===== src/rtl/core/clt_pkg.sv =====
// Shared types and constants for the command line tokenizer.
`default_nettype none

package clt_pkg;

  localparam int MAX_LINE = 256;
  // Highest byte offset reported; the offset stops counting there.
  localparam int POS_LIMIT_INT = (MAX_LINE - 1 > 255) ? 255 : (MAX_LINE - 1);
  localparam logic [7:0] PosLimit = POS_LIMIT_INT[7:0];

  localparam logic [7:0] ChSpace   = 8'h20;
  localparam logic [7:0] ChComma   = 8'h2C;
  localparam logic [7:0] ChLBrack  = 8'h5B;
  localparam logic [7:0] ChRBrack  = 8'h5D;
  localparam logic [7:0] ChQuote   = 8'h22;
  localparam logic [7:0] ChNul     = 8'h00;
  localparam logic [7:0] ChCr      = 8'h0D;
  localparam logic [7:0] ChLf      = 8'h0A;

  localparam logic [1:0] KindStart = 2'd0;
  localparam logic [1:0] KindDone  = 2'd1;
  localparam logic [1:0] KindError = 2'd2;

  // One result item as held in the output queue.
  typedef struct packed {
    logic [1:0] kind;
    logic [7:0] position;
    logic [7:0] param_count;
    logic       run_end;
  } res_t;

endpackage

`default_nettype wire


===== src/rtl/core/command_line_tokenizer_unit.sv =====
// Command line tokenizer: byte scanner with a four-entry result queue.
`default_nettype none

// Channel | Dir | tdata                         | tuser   | tlast
// in_     | in  | [7:0] char_code               | -       | -
// out_    | out | [7:0] position, [15:8] count  | [1:0] kind | run_end
//
// One byte sits in an input register and is scanned once the queue has room for
// two results; its zero, one or two results go to a four-entry queue.
// A byte can be taken every cycle while the queue has room for two results;
// only a line end with a pending comma yields two.
// Synchronous active-low reset clears the scanner state and empties the queue.
// A stalled output only blocks input once the queue is more than half full.
module command_line_tokenizer_unit (
  input  wire logic        clk,
  input  wire logic        rst_n,
  input  wire logic        in_tvalid,
  output logic             in_tready,
  input  wire logic [7:0]  in_tdata,   // [7:0] char_code
  output logic             out_tvalid,
  input  wire logic        out_tready,
  output logic [15:0]      out_tdata,  // [7:0] position, [15:8] param_count
  output logic [1:0]       out_tuser,  // [1:0] kind
  output logic             out_tlast   // run_end
);

  typedef enum logic [1:0] {
    MODE_IDLE    = 2'd0,
    MODE_WORD    = 2'd1,
    MODE_QUOTE   = 2'd2,
    MODE_BRACKET = 2'd3
  } mode_t;

  mode_t       mode_r, mode_nxt;
  logic        comma_r, comma_nxt;
  logic [7:0]  pos_r, pos_nxt;
  logic [7:0]  cnt_r, cnt_nxt;

  logic        in_v_r;
  logic [7:0]  ch_r;

  clt_pkg::res_t q_mem [4];
  logic [1:0]  wptr_r, rptr_r;
  logic [2:0]  qcnt_r;

  logic        go, pop, term, sep_word, idle_like;
  logic [1:0]  push_n;
  clt_pkg::res_t r0, r1;
  logic [7:0]  cnt_inc, pos_inc;

  assign go        = in_v_r && (qcnt_r <= 3'd2);
  assign in_tready = !in_v_r || go;
  assign pop       = out_tvalid && out_tready;

  assign cnt_inc = (cnt_r == 8'hFF) ? cnt_r : cnt_r + 8'd1;
  assign pos_inc = (pos_r < clt_pkg::PosLimit) ? pos_r + 8'd1 : pos_r;

  assign term = (ch_r == clt_pkg::ChNul) || (ch_r == clt_pkg::ChCr) ||
                (ch_r == clt_pkg::ChLf);
  assign sep_word = (ch_r == clt_pkg::ChSpace) || (ch_r == clt_pkg::ChComma) ||
                    (ch_r == clt_pkg::ChLBrack);
  // A separator inside a word drops back to the between-parameters handling.
  assign idle_like = (mode_r == MODE_IDLE) || ((mode_r == MODE_WORD) && sep_word);

  always_comb begin
    mode_nxt  = mode_r;
    comma_nxt = comma_r;
    pos_nxt   = pos_inc;
    cnt_nxt   = cnt_r;
    push_n    = 2'd0;
    r0        = '{kind: clt_pkg::KindStart, position: pos_r, param_count: cnt_inc,
                  run_end: 1'b1};
    r1        = '{kind: clt_pkg::KindDone, position: pos_r, param_count: cnt_inc,
                  run_end: 1'b1};
    if (term) begin
      mode_nxt  = MODE_IDLE;
      comma_nxt = 1'b0;
      pos_nxt   = 8'd0;
      cnt_nxt   = 8'd0;
      if (mode_r == MODE_QUOTE) begin
        push_n = 2'd1;
        r0     = '{kind: clt_pkg::KindError, position: pos_r, param_count: 8'd0,
                   run_end: 1'b1};
      end else if ((mode_r == MODE_IDLE) && comma_r) begin
        // trailing comma: empty parameter, then the closing item
        push_n     = 2'd2;
        r0.run_end = 1'b0;
      end else begin
        push_n = 2'd1;
        r0     = '{kind: clt_pkg::KindDone, position: pos_r, param_count: cnt_r,
                   run_end: 1'b1};
      end
    end else if (idle_like) begin
      mode_nxt = MODE_IDLE;
      if (ch_r == clt_pkg::ChSpace) begin
        push_n = 2'd0;
      end else if ((ch_r == clt_pkg::ChComma) && !comma_r) begin
        comma_nxt = 1'b1;
      end else begin
        push_n    = 2'd1;
        cnt_nxt   = cnt_inc;
        comma_nxt = 1'b0;
        if (ch_r == clt_pkg::ChLBrack) begin
          mode_nxt = MODE_BRACKET;
        end else if (ch_r != clt_pkg::ChComma) begin
          mode_nxt = MODE_WORD;
        end
      end
    end else begin
      unique case (mode_r)
        MODE_WORD:    if (ch_r == clt_pkg::ChQuote) mode_nxt = MODE_QUOTE;
        MODE_QUOTE:   if (ch_r == clt_pkg::ChQuote) mode_nxt = MODE_WORD;
        MODE_BRACKET: if (ch_r == clt_pkg::ChRBrack) mode_nxt = MODE_IDLE;
        default:      mode_nxt = mode_r;
      endcase
    end
  end

  always_ff @(posedge clk) begin
    if (!rst_n) begin
      in_v_r  <= 1'b0;
      mode_r  <= MODE_IDLE;
      comma_r <= 1'b0;
      pos_r   <= 8'd0;
      cnt_r   <= 8'd0;
      wptr_r  <= 2'd0;
      rptr_r  <= 2'd0;
      qcnt_r  <= 3'd0;
    end else begin
      if (in_tready) begin
        in_v_r <= in_tvalid;
      end
      if (go) begin
        mode_r  <= mode_nxt;
        comma_r <= comma_nxt;
        pos_r   <= pos_nxt;
        cnt_r   <= cnt_nxt;
        wptr_r  <= wptr_r + (go ? push_n : 2'd0);
      end
      if (pop) begin
        rptr_r <= rptr_r + 2'd1;
      end
      qcnt_r <= qcnt_r + {1'b0, (go ? push_n : 2'd0)} - {2'b00, pop};
    end
  end

  always_ff @(posedge clk) begin
    if (in_tready && in_tvalid) begin
      ch_r <= in_tdata;
    end
    if (go && (push_n != 2'd0)) begin
      q_mem[wptr_r] <= r0;
    end
    if (go && (push_n == 2'd2)) begin
      q_mem[wptr_r + 2'd1] <= r1;
    end
  end

  assign out_tvalid = (qcnt_r != 3'd0);
  assign out_tdata  = {q_mem[rptr_r].param_count, q_mem[rptr_r].position};
  assign out_tuser  = q_mem[rptr_r].kind;
  assign out_tlast  = q_mem[rptr_r].run_end;

  a_queue_bound: assert property (@(posedge clk) disable iff (!rst_n)
    qcnt_r <= 3'd4) else $error("result queue overfilled");

  a_line_end_clears: assert property (@(posedge clk) disable iff (!rst_n)
    go && term |=> (pos_r == 8'd0) && (cnt_r == 8'd0) && (mode_r == MODE_IDLE) && !comma_r)
    else $error("state not cleared after line end");

  a_pair_at_end: assert property (@(posedge clk) disable iff (!rst_n)
    go && (push_n == 2'd2) |-> term && !comma_nxt)
    else $error("two results from a byte that does not end the line");

  a_pos_limit: assert property (@(posedge clk) disable iff (!rst_n)
    pos_r <= clt_pkg::PosLimit) else $error("offset beyond limit");

endmodule

`default_nettype wire


===== config.mk =====
export PLATFORM = sky130hd
export DESIGN_NAME = command_line_tokenizer_unit
export DESIGN_NICKNAME = d
export VERILOG_FILES = /design/src/rtl/core/clt_pkg.sv /design/src/rtl/core/command_line_tokenizer_unit.sv
export SDC_FILE = /design/constraint.sdc
export NUM_CORES = 1
export LEC_CHECK = 0
export ABC_CLOCK_PERIOD_IN_PS = 8900
export BUFFER_PORTS_ARGS = -buffer_cell sky130_fd_sc_hd__buf_2
export CORE_ASPECT_RATIO = 0.6
export CORE_UTILIZATION = 45
export CTS_BUF_LIST = sky130_fd_sc_hd__clkbuf_4
export DETAILED_ROUTE_END_ITERATION = 8
export HOLD_SLACK_MARGIN = 0.1
export PLACE_DENSITY = 0.58
export SLEW_MARGIN = 0
export SYNTH_ARGS = -nofsm -noshare
export SYNTH_HDL_FRONTEND = slang
export SYNTH_SLANG_ARGS = --single-unit

===== constraint.sdc =====
create_clock -name clk -period 8.9 [get_ports clk]
set_input_delay 1.78 -clock clk [delete_from_list [all_inputs] [get_ports clk]]
set_output_delay 1.78 -clock clk [all_outputs]
set_load 0.01 [all_outputs]

# ---- After elaboration in Yosys (flattened, before gate mapping)
# Memory sizes are Yosys's and may differ from the RTL's. A register that Yosys moved wholly into a read port is not among the register bits.
# Cells that the tools add are included.
dict set report op_classes {
  add_sub_neg 7
  n_lt_le_gt_ge 2
  eq_ne 18
  mux 38
  reduce_logical 27
}
# operator count
set ops {}
lappend ops {{two-way mux 8 bit} 7}
lappend ops {{two-way mux 19 bit} 2}
lappend ops {{two-way mux 2 bit} 14}
lappend ops {{equality test 8 x 6 -> 1 bit (second input constant)} 3}
lappend ops {{two-way mux 17 bit} 1}
lappend ops {{adder 8 x 1 -> 8 bit (second input constant)} 2}
lappend ops {{equality test 8 x 4 -> 1 bit (second input constant)} 2}
lappend ops {{equality test 8 x 7 -> 1 bit (second input constant)} 2}
lappend ops {{two-way mux 1 bit} 13}
lappend ops {{equality test 8 bit (second input constant)} 1}
lappend ops {{logical AND 1 bit} 8}
lappend ops {{logical NOT 8 bit} 1}
lappend ops {{< comparator 8 bit (second input constant)} 1}
lappend ops {{!= test 4 x 3 -> 1 bit (second input constant)} 2}
lappend ops {{!= test 8 x 6 -> 1 bit (second input constant)} 1}
lappend ops {{equality test 2 bit (second input constant)} 3}
lappend ops {{logical OR 1 bit} 6}
lappend ops {{case mux 2 bit (3 select lines)} 1}
lappend ops {{nonzero test 2 bit} 3}
lappend ops {{AND reduction 5 bit} 1}
lappend ops {{nonzero test 5 bit} 1}
lappend ops {{adder 2 x 1 -> 2 bit (second input constant)} 2}
lappend ops {{!= test 2 bit (second input constant)} 2}
lappend ops {{!= test 4 bit (second input constant)} 1}
lappend ops {{11 further kinds} 12}
dict set report totals {
  register_bits 35
  ram_bits 76
  in_bits 12
  out_inout_bits 21
  memories 1
}
# memory words word_bits rd rd_clocked_by_memory_dff write_ports line
set memory_table {}
lappend memory_table {q_mem 4 19 1 1 2 command_line_tokenizer_unit.sv:42} ;# clt_pkg::res_t q_mem [4];

# ---- Depth between registers and ports, before layout
# Gate-level depths: netlist of the first run.
dict set report logic_depth {
  depth_word 11
  ltp_mapped 14
  depth_no_buf 13
}

# ---- Worst setup path after synthesis of the first run
# OpenSTA, ideal clock, no wires.
dict set report synth_timing {
  path_type {register to output}
  from {reg with a tool-made name}
  to {out out_tdata[0]}
  arrival_time_ps 1740
  required_time_ps 7120
  setup_slack_ps 5380
  path_stages_with_launch 4
  n_path_buf 2
  cell_sequence {dfxtp_1 clkbuf_1 buf_2 mux4_2}
}
# element line
set synth_lines {}
lappend synth_lines {{to (decl)} command_line_tokenizer_unit.sv:22} ;# output logic [15:0] out_tdata,

==> results by group, run 1 <==
Layout
  – Final nets: approximately 540
  – Most common cell after layout, fill and taps aside: edfxtp_1
  – Synth-to-Final Area Change: 10.7%
  – Share of cells above drive strength 1: 0.196
  – Commonest non-fill, non-tap cells in the layout: edfxtp_1 (72), and2_1 (43), dfxtp_1 (41)
  – Antenna cells: 0

Synth
  – Synthesized flop and latch total: 113
  – Count of unique library cells instantiated by Yosys: 61
  – Async SR Flop Fraction: 0
  – Syn_nets: 508
  – Top_reg_cell synth: edfxtp_1
  – Sequential fraction of the synthesis area: 0.538
  – YS warnings: 0
  – Mapped Cells: 489
  – Post-synth EDFFs: between 70 and 80
  – Mapped Area: 5550 um^2
  – Syn Area/Cell: 11.3 um^2

GRT
  – First-pass GRT wire length: 22200 um
  – GRT Residual Overflow: 0
  – Global Route Usage Sum: 0.235
  – Initial antenna violation count: 0
  – Vias in the first global route: 3859
  – Pin count of the biggest net entering global routing: 26

Worst setup path
  – CP top delay family: flip-flops
  – R2R Setup Slk: 5.25 ns
  – Biggest cell delay along the critical path: 1.02 ns
  – Crit-path max FO: 19
  – Buf/Inv on CP: 1
  – Arrival @ worst endpoint: roughly 2.2 ns
  – Worst setup SP type: flop
  – Critical Path RT: 7.12 ns
  – Slowest CP cell: dfxtp_1
  – CP Class: flop to output pin
  – Worst path cell trace: mux4_2 > buf_2
  – CP Capture Type: output pin

Timing
  – Skew final: 0.0143 ns
  – Final Hold Viols: 0
  – Max-slew violation total from the final report: 0
  – Setup TNS: 0 ns
  – Max-slew headroom: 0.245
  – Final Setup Violations: 0
  – RSZ-0062 raised after global routing: false
  – Tightest Pin Transition: roughly 1.1 ns
  – Tcrit/Tclk final: 0.445
  – Setup WS post-layout: 4.94 ns
  – Clock period minus worst slack: 3.96 ns
  – FMAX: ~0.25 GHz

Route
  – Final wirelength: 13700 um
  – Highest routing layer actually used: met4
  – Routed vias/inst: approximately 6
  – Initial drt markers: 492
  – Vias: 4125
  – Wirelength per Cell: just under 20 um
  – DRC viols: 0
  – 1st-pass router iterations: 5
  – Met2 Wirelength: approximately 5300 um
  – M1 WL: 7150 um
  – Post-route ant nets: 0
  – Met3 WL: about 1100 um

Floorplan
  – Placeable Area: approximately 12000 um^2
  – Die ar.: approximately 13000 um^2
  – Row cnt: 30
  – Die width: 145 um
  – IO Pins: 33
  – Starting Density: 0.477
  – DIE HEIGHT: 88.0 um

Clock tree
  – Total CTS buffers: 17
  – CTS clk-pin slew, worst paths: about 0.12 ns
  – CTS Sinks: 113
  – Post-CTS Setup Bufs: 0
  – Max Buffers Root-to-Sink: 2
  – Root buffer cell: clkbuf_4
  – CTS H-tree depth: 4
  – CTS Hold Bufs: 0
  – Clk_lat worst skew: 0.53 ns
  – Post-CTS Resized: 0
  – TritonCTS clock tree: built

Flow run
  – Max-cap viol count: 0

Placement
  – Pre-CTS worst setup slack: 5.37 ns
  – IO buf count: 32
  – Routability cong.: about 0.94
  – Post-DP HPWL: 9420 um

Pwr
  – Leakage: 2.02 nW
  – PwrDens: 214 nW/um^2
  – Max VDD drop: 89.8 uV

Hold path
  – Hold/Removal Path Class: flop to flop

Outcome
  – Status: finished, final reports clean
## flip-flops by register name, indices dropped and copies added (netlist names), named ones only
register / cells
rptr_r: 2
comma_r: 1
mode_r: 2
ch_r: 8
q_mem: 76
qcnt_r: 3
cnt_r: 8
in_v_r: 1
pos_r: 8
wptr_r: 2
## worst paths after layout
kind,start,to,cells after the start
min reg2reg,q_mem[3][18],q_mem[3][18],2
max,flop,out_tdata[8],2
min,q_mem[3][18],q_mem[3][18],2
max reg2reg,ch_r[1],qcnt_r[2],13
## layer usage
layer,up-vias,track usage
met5,-,0
met4,0,0.0833
met3,10,0.0547
met2,166,0.314
met1,2006,0.365
li1,1943,-
## power breakdown
group          switching (mW)  internal [mW]
logic                   0.161          0.136
clock network           0.213          0.173
registers              0.0386          0.593
## cell usage after synthesis (4+ instances only)
master | number | area share
nand3_1 | 17 | 0.015
o21ai_1 | 6 | 0.0054
o31ai_1 | 4 | 0.0054
inv_1 | 9 | 0.0061
a21oi_1 | 16 | 0.014
o22ai_1 | 27 | 0.030
nand4_1 | 9 | 0.010
clkbuf_1 | 12 | 0.0081
and3_1 | 4 | 0.0045
dfxtp_1 | 41 | 0.15
nand2_1 | 35 | 0.024
mux2i_1 | 5 | 0.0090
a31oi_1 | 13 | 0.015
ha_1 | 6 | 0.014
buf_2 | 7 | 0.0063
xor2_1 | 12 | 0.019
edfxtp_1 | 72 | 0.39
and2_1 | 43 | 0.048
nor2_1 | 37 | 0.025
or3_1 | 7 | 0.0079
mux4_2 | 19 | 0.077
nand2b_1 | 4 | 0.0045
nor3_1 | 9 | 0.0081
nor2b_1 | 9 | 0.010
o21ai_0 | 12 | 0.011
o211ai_1 | 8 | 0.011
## worst min-delay path: stages (launching register included)
cell	delay, ns
dfxtp_1	0.32
nand3_1	0.05
o21ai_0	0.07
## logic make-up (layout without fill, tap and decap cells)
kind of cell               count (synthesis)  in the layout  synth area share
muxes                                     24             24            0.0861
buffers and inverters                     30             78            0.0219
and+or+nand+nor                          194            194             0.190
adders and majority gates                  7              7            0.0171
xor gates and xnor gates                  15             15            0.0237
DFF                                      113            113             0.538
AOI/OAI and AO/OA                        106            106             0.124
## stage by stage
| stage | hold WS (ns) | power (mW) | area [um^2] | utilization | cells |
|---|---|---|---|---|---|
| CTS | 0.476 | 1.33 | 6140 | 0.528 | 697 |
| floorplan | 0.432 | 0.846 | 5550 | - | 489 |
| finish | 0.485 | 1.31 | 6140 | 0.528 | 697 |
| global placement | 0.455 | 0.937 | 5860 | 0.504 | 665 |
| global route | 0.516 | 1.39 | 6140 | 0.528 | 697 |
| detailed placement | 0.461 | 0.943 | 5860 | 0.504 | 665 |
## final cells by class
cell class / instances / area, um^2
fillers: 1020 / 5490
flip-flops and latches: 113 / 2980
multi-input cells: 346 / 2450
well taps: 160 / 200
repair buffers: 37 / 198
clock buffers: 19 / 143
clock inverters: 13 / 138
inverters: 9 / 33.8
Power figures use the tool's default switching activity.
==> run 2: changes to the inputs <==
--- a/config.mk
+++ b/config.mk
@@ -5,7 +5,7 @@
 export SDC_FILE = /design/constraint.sdc
 export NUM_CORES = 1
 export LEC_CHECK = 0
-export ABC_CLOCK_PERIOD_IN_PS = 8900
+export ABC_CLOCK_PERIOD_IN_PS = 3800
 export BUFFER_PORTS_ARGS = -buffer_cell sky130_fd_sc_hd__buf_2
 export CORE_ASPECT_RATIO = 0.6
 export CORE_UTILIZATION = 45
==> constraint.sdc (replaced) <==
create_clock -name clk -period 3.8 [get_ports clk]
set_input_delay 0.76 -clock clk [delete_from_list [all_inputs] [get_ports clk]]
set_output_delay 0.76 -clock clk [all_outputs]
set_load 0.01 [all_outputs]
==> results by group, run 2 (synthesis results as in run 1) <==
Worst setup path
  – Critical Path RT: 4.21 ns (-2.91 ns)
  – Reg2reg start: ch_r[1]
  – CP Capture Type: flop
  – Crit-path max FO: 7 (-12)
  – R2R Setup Slk: 0.57 ns (-4.68 ns)
  – Arrival @ worst endpoint: 3.64 ns (+1.46 ns)
  – CP Class: flop to flop
  – Worst setup SP type: flop
  – Worst reg2reg path depth: 13 (unchanged)
  – Capturing point of the worst reg2reg path: qcnt_r[2]

Timing
  – Tcrit/Tclk final: 0.850
  – Tightest Pin Transition: 1.00 ns (-0.124 ns)
  – FMAX: 0.310 GHz
  – Clock period minus worst slack: around 3.2 ns
  – Setup TNS: 0 ns (unchanged)
  – Final Setup Violations: 0 (unchanged)
  – Max-slew violation total from the final report: 0 (unchanged)
  – RSZ-0062 raised after global routing: false
  – Final Hold Viols: 0 (unchanged)
  – Skew final: 0.0162 ns (+0.00187 ns)
  – Max-slew headroom: 0.331 (+0.0866)

Route
  – Vias: 4039 (-2.1%)
  – 1st-pass router iterations: 5 (unchanged)
  – Wirelength per Cell: 18.2 um (-7.1%)
  – Post-route ant nets: 0 (unchanged)
  – Routed vias/inst: 5.71 (-3.5%)
  – Initial drt markers: 373 (-24%)
  – Final wirelength: 12900 um (-5.8%)
  – DRC viols: 0 (unchanged)

Clock tree
  – Root buffer cell: clkbuf_4
  – Post-CTS Resized: 0 (unchanged)
  – Total CTS buffers: 17 (unchanged)
  – Max Buffers Root-to-Sink: 2 (unchanged)
  – TritonCTS clock tree: built
  – Post-CTS Setup Bufs: 0 (unchanged)
  – CTS Hold Bufs: 0 (unchanged)
  – Clk_lat worst skew: 0.51 ns (-0.02 ns)
  – CTS clk-pin slew, worst paths: 0.11 ns (about the same)
  – CTS H-tree depth: 4 (unchanged)
  – CTS Sinks: 113 (unchanged)

Layout
  – Share of cells above drive strength 1: 0.208 (+0.0129)
  – Commonest non-fill, non-tap cells in the layout: edfxtp_1 (72), and2_1 (43), dfxtp_1 (41)
  – FF+latch area: 2980 um^2 (unchanged)
  – Synth-to-Final Area Change: 11.5%
  – Area of the multi-input gates: 2450 um^2 (unchanged)
  – Post-route insts no fill: 707 (+1.4%)
  – Most common cell after layout, fill and taps aside: edfxtp_1
  – Largest register by flop count: q_mem
  – Final nets: 553 (+1.8%)
  – Antenna cells: 0 (unchanged)
  – Largest register FFs: 76 (unchanged)
  – Fillers: 1032 (+1.2%)

Placement
  – IO buf count: 32 (unchanged)
  – Post-DP HPWL: 9290 um (-1.4%)
  – Cells after DPL: 675 (+1.5%)
  – Routability cong.: 0.937 (-0.60%)

GRT
  – Global Route Usage Sum: 0.220 (-0.0147)
  – Pin count of the biggest net entering global routing: 25 (-3.8%)
  – First-pass GRT wire length: 20700 um (-6.8%)
  – Vias in the first global route: 3634 (-5.8%)
  – Initial antenna violation count: 0 (unchanged)
  – GRT Residual Overflow: 0 (unchanged)

Floorplan
  – Row cnt: 30 (unchanged)
  – Die width: 145 um (unchanged)
  – Starting Density: 0.477 (unchanged)
  – IO Pins: 33 (unchanged)
  – DIE HEIGHT: 88.0 um (unchanged)
  – Die ar.: 12800 um^2 (unchanged)
  – Placeable Area: 11600 um^2 (unchanged)

Pwr
  – Total chip power: 2.99 mW (+130%)
  – Leakage: 2.04 nW (+1.2%)
  – PwrDens: 483 nW/um^2 (+130%)
  – Max VDD drop: 290 uV (+220%)

Hold path
  – Critical hold path startpoint: in_tdata[7]
  – Endpoint, Worst Hold: ch_r[7]
  – Hold Path Depth: 1 (-1)
  – Hold/Removal Path Class: input port to flop

Outcome
  – Status: finished, final reports clean

Flow run
  – Max-cap viol count: 0 (unchanged)
-- run 2: cell types whose count changed in the layout (fill, tap and decap cells not counted), sizes merged --
cell    delta
bufinv     -1
buf       +10
clkinv     +2
clkbuf     -1
-- run 2: worst max-delay path, cell delays in order, from the launching register on --
cell	delay, ns
edfxtp_1	0.50
xor2_1	0.21
o31ai_1	0.49
nand3_1	0.18
nand2_1	0.26
nand2_1	0.15
ha_1	0.28
inv_1	0.06
ha_1	0.13
inv_1	0.05
fa_1	0.39
xor2_1	0.16
xnor2_1	0.12
and2_1	0.15
-- run 2: cell type report --
class	instances	area share
flip-flops and latches	113	0.482
multi-input cells	346	0.395
repair buffers	47	0.0441
well taps	160	0.0323
clock buffers	18	0.0218
clock inverters	14	0.0188
inverters	9	0.00546
-- run 2: stage by stage --
stage	cell area (um^2)	util	hold slack [ns]	worst slack, ns
finish	6190	0.532	0.412	0.570
global route	6190	0.532	0.349	0.300
CTS	6190	0.532	0.373	0.564
detailed placement	5940	0.510	0.451	0.592
global placement	5940	0.510	0.464	0.749
floorplan	5550	-	0.432	0.819
-- run 2: how the worst max path moves through the flow --
stage | end | startpoint | cells past startpoint | slack, ns
after floorplan | qcnt_r[2] | ch_r[0] | 13 | 0.82
after global placement | qcnt_r[2] | ch_r[0] | 13 | 0.75
after detailed placement | qcnt_r[2] | ch_r[1] | 13 | 0.59
after CTS | qcnt_r[2] | ch_r[1] | 13 | 0.56
after global routing | qcnt_r[2] | ch_r[1] | 13 | 0.30
final | qcnt_r[2] | ch_r[1] | 13 | 0.57
-- run 2: per-layer routing --
metal  up-vias  wire length [um]  track usage
li1       1957                 -            -
met4         0               150       0.0842
met5         -                 0            0
met2       135              4810        0.285
met1      1933              6970        0.341
met3        14               939       0.0604
-- run 2: power breakdown --
| group | switching, mW | leakage (nW) | internal [mW] |
|---|---|---|---|
| clock network | 0.479 | 0.136 | 0.328 |
| logic | 0.372 | 0.966 | 0.333 |
| registers | 0.0873 | 0.940 | 1.39 |
==> run 3: changes to the inputs <==
--- a/config.mk
+++ b/config.mk
@@ -13,6 +13,7 @@
 export DETAILED_ROUTE_END_ITERATION = 8
 export HOLD_SLACK_MARGIN = 0.1
 export PLACE_DENSITY = 0.58
+export SKIP_CTS_REPAIR_TIMING = 1
 export SLEW_MARGIN = 0
 export SYNTH_ARGS = -nofsm -noshare
 export SYNTH_HDL_FRONTEND = slang
==> constraint.sdc (replaced) <==
create_clock -name clk -period 3.8 [get_ports clk]
set_input_delay 0.95 -clock clk [delete_from_list [all_inputs] [get_ports clk]]
set_output_delay 0.95 -clock clk [all_outputs]
set_load 0.01 [all_outputs]
==> results by group, run 3 (synthesis results as in run 1) <==
Floorplan
  – Die width: 145 um (unchanged)
  – Row cnt: 30 (unchanged)
  – Die ar.: 12800 um^2 (unchanged)
  – DIE HEIGHT: 88.0 um (unchanged)
  – IO Pins: 33 (unchanged)
  – Starting Density: 0.477 (unchanged)
  – Placeable Area: 11600 um^2 (unchanged)

Layout
  – Synth-to-Final Area Change: 12.5%
  – Largest register FFs: 76 (unchanged)
  – Largest register by flop count: q_mem
  – Commonest non-fill, non-tap cells in the layout: edfxtp_1 (72), and2_1 (43), dfxtp_1 (41)
  – Antenna cells: 0 (unchanged)
  – Share of cells above drive strength 1: 0.208 (-0.000380)
  – Most common cell after layout, fill and taps aside: edfxtp_1
  – Final nets: 554 (+0.18%)

Worst setup path
  – CP Capture Type: flop
  – Biggest cell delay along the critical path: 0.50 ns (about the same)
  – CP Class: flop to flop
  – Worst path cell trace: xor2_1 > o31ai_1 > nand3_1 > nand2_1 > nand2_1 > ha_1 > inv_1 > ha_1 > inv_1 > fa_1 > xor2_1 > xnor2_1 > and2_1
  – Buf/Inv on CP: 2 (unchanged)
  – Slowest CP cell: edfxtp_1
  – CP top delay family: adder cells
  – Worst setup SP type: flop
  – Arrival @ worst endpoint: 3.66 ns (+0.02 ns)
  – Crit-path max FO: 7 (unchanged)
  – Critical Path RT: 4.23 ns (+0.02 ns)

Timing
  – Max-slew violation total from the final report: 0 (unchanged)
  – Tcrit/Tclk final: 0.849 (-0.00146)
  – Final Hold Viols: 0 (unchanged)
  – FMAX: 0.310 GHz (+0.17%)
  – Tightest Pin Transition: 0.843 ns (-0.159 ns)
  – Setup TNS: 0 ns (unchanged)
  – Clock period minus worst slack: 3.22 ns (-0.00555 ns)
  – Setup WS post-layout: 0.575 ns (+0.00555 ns)
  – Max-slew headroom: 0.433 (+0.102)
  – Skew final: 0.0176 ns (+0.00142 ns)
  – Final Setup Violations: 0 (unchanged)
  – RSZ-0062 raised after global routing: false

Clock tree
  – Max Buffers Root-to-Sink: 2 (unchanged)
  – Clk_lat worst skew: 0.54 ns (+0.03 ns)
  – TritonCTS clock tree: built
  – CTS clk-pin slew, worst paths: 0.11 ns (about the same)
  – CTS H-tree depth: 4 (unchanged)
  – CTS Sinks: 113 (unchanged)
  – Total CTS buffers: 17 (unchanged)
  – Root buffer cell: clkbuf_4

Placement
  – Post-DP HPWL: 9170 um (-1.4%)
  – Routability cong.: 0.940 (+0.32%)
  – IO buf count: 32 (unchanged)
  – Pre-CTS worst setup slack: 0.627 ns (+0.0354 ns)

Pwr
  – Internal power: 2.18 mW (+6.5%)
  – Seq pwr share: 0.465 (-0.029)
  – Clock power share: 0.304 (+0.034)
  – NetSw: 0.957 mW (+2.0%)
  – Max VDD drop: 243 uV (-16%)
  – Logic pwr share: 0.231 (-0.005)
  – Leakage: 2.06 nW (+0.96%)
  – Sw frac: 0.305 (-0.00924)
  – PwrDens: 503 nW/um^2 (+4.1%)

Route
  – Post-route ant nets: 0 (unchanged)
  – M1 WL: 6860 um (-1.6%)
  – Routed vias/inst: 5.79 (+1.4%)
  – Highest routing layer actually used: met4
  – Wirelength per Cell: 18.4 um (+1.2%)
  – Met3 WL: 1160 um (+24%)
  – DRC viols: 0 (unchanged)
  – Initial drt markers: 454 (+22%)
  – Met2 Wirelength: 4870 um (+1.1%)
  – Vias: 4102 (+1.6%)
  – 1st-pass router iterations: 5 (unchanged)
  – Final wirelength: 13000 um (+1.4%)

GRT
  – Initial antenna violation count: 0 (unchanged)
  – GRT Residual Overflow: 0 (unchanged)
  – Pin count of the biggest net entering global routing: 25 (unchanged)
  – First-pass GRT wire length: 20500 um (-1.1%)
  – Vias in the first global route: 3640 (+0.17%)
  – Global Route Usage Sum: 0.217 (-0.00328)

Flow run
  – Max-cap viol count: 0 (unchanged)

Outcome
  – Status: finished, final reports clean

Hold path
  – Hold/Removal Path Class: flop to flop
run 3: per-layer routing:
metal / vias to the layer above / GRT usage
li1: 1954 / -
met1: 1952 / 0.345
met2: 178 / 0.281
met3: 18 / 0.0505
met4: 0 / 0.0756
met5: - / 0
run 3: worst paths after layout:
kind                            slack [ns]           to   startpoint  cells after the start
worst max-delay path                  0.58    qcnt_r[2]      ch_r[1]                     13
worst max register to register        0.58    qcnt_r[2]      ch_r[1]                     13
worst min-delay path                  0.48  q_mem[0][0]  q_mem[0][0]                      1
worst min register to register        0.48  q_mem[0][0]  q_mem[0][0]                      1
run 3: area by class of cell:
type / count / area [um^2]
fill: 1033 / 5390
clock buffer: 18 / 135
tap: 160 / 200
sequential: 113 / 2980
clock inverter: 14 / 164
timing repair buffer: 48 / 280
inverter: 9 / 33.8
multi-input combinational: 346 / 2450
run 3: stage by stage:
stage               hold slack (ns)  cells  area (um^2)  utilization  power [mW]
floorplan                     0.432    489         5550            -        1.98
global placement              0.463    676         5940        0.511        2.21
detailed placement            0.460    676         5940        0.511        2.22
CTS                           0.487    708         6240        0.537        3.16
global route                  0.511    708         6240        0.537        3.30
finish                        0.479    708         6240        0.537        3.14
run 3: power groups by stage:
stage	combinational [mW]	sequential (mW)	clock, mW
final	0.725	1.46	0.954
after global routing	0.802	1.47	1.03
after CTS	0.736	1.46	0.965
after detailed placement	0.732	1.49	0
after global placement	0.719	1.49	0
after floorplan	0.526	1.46	0
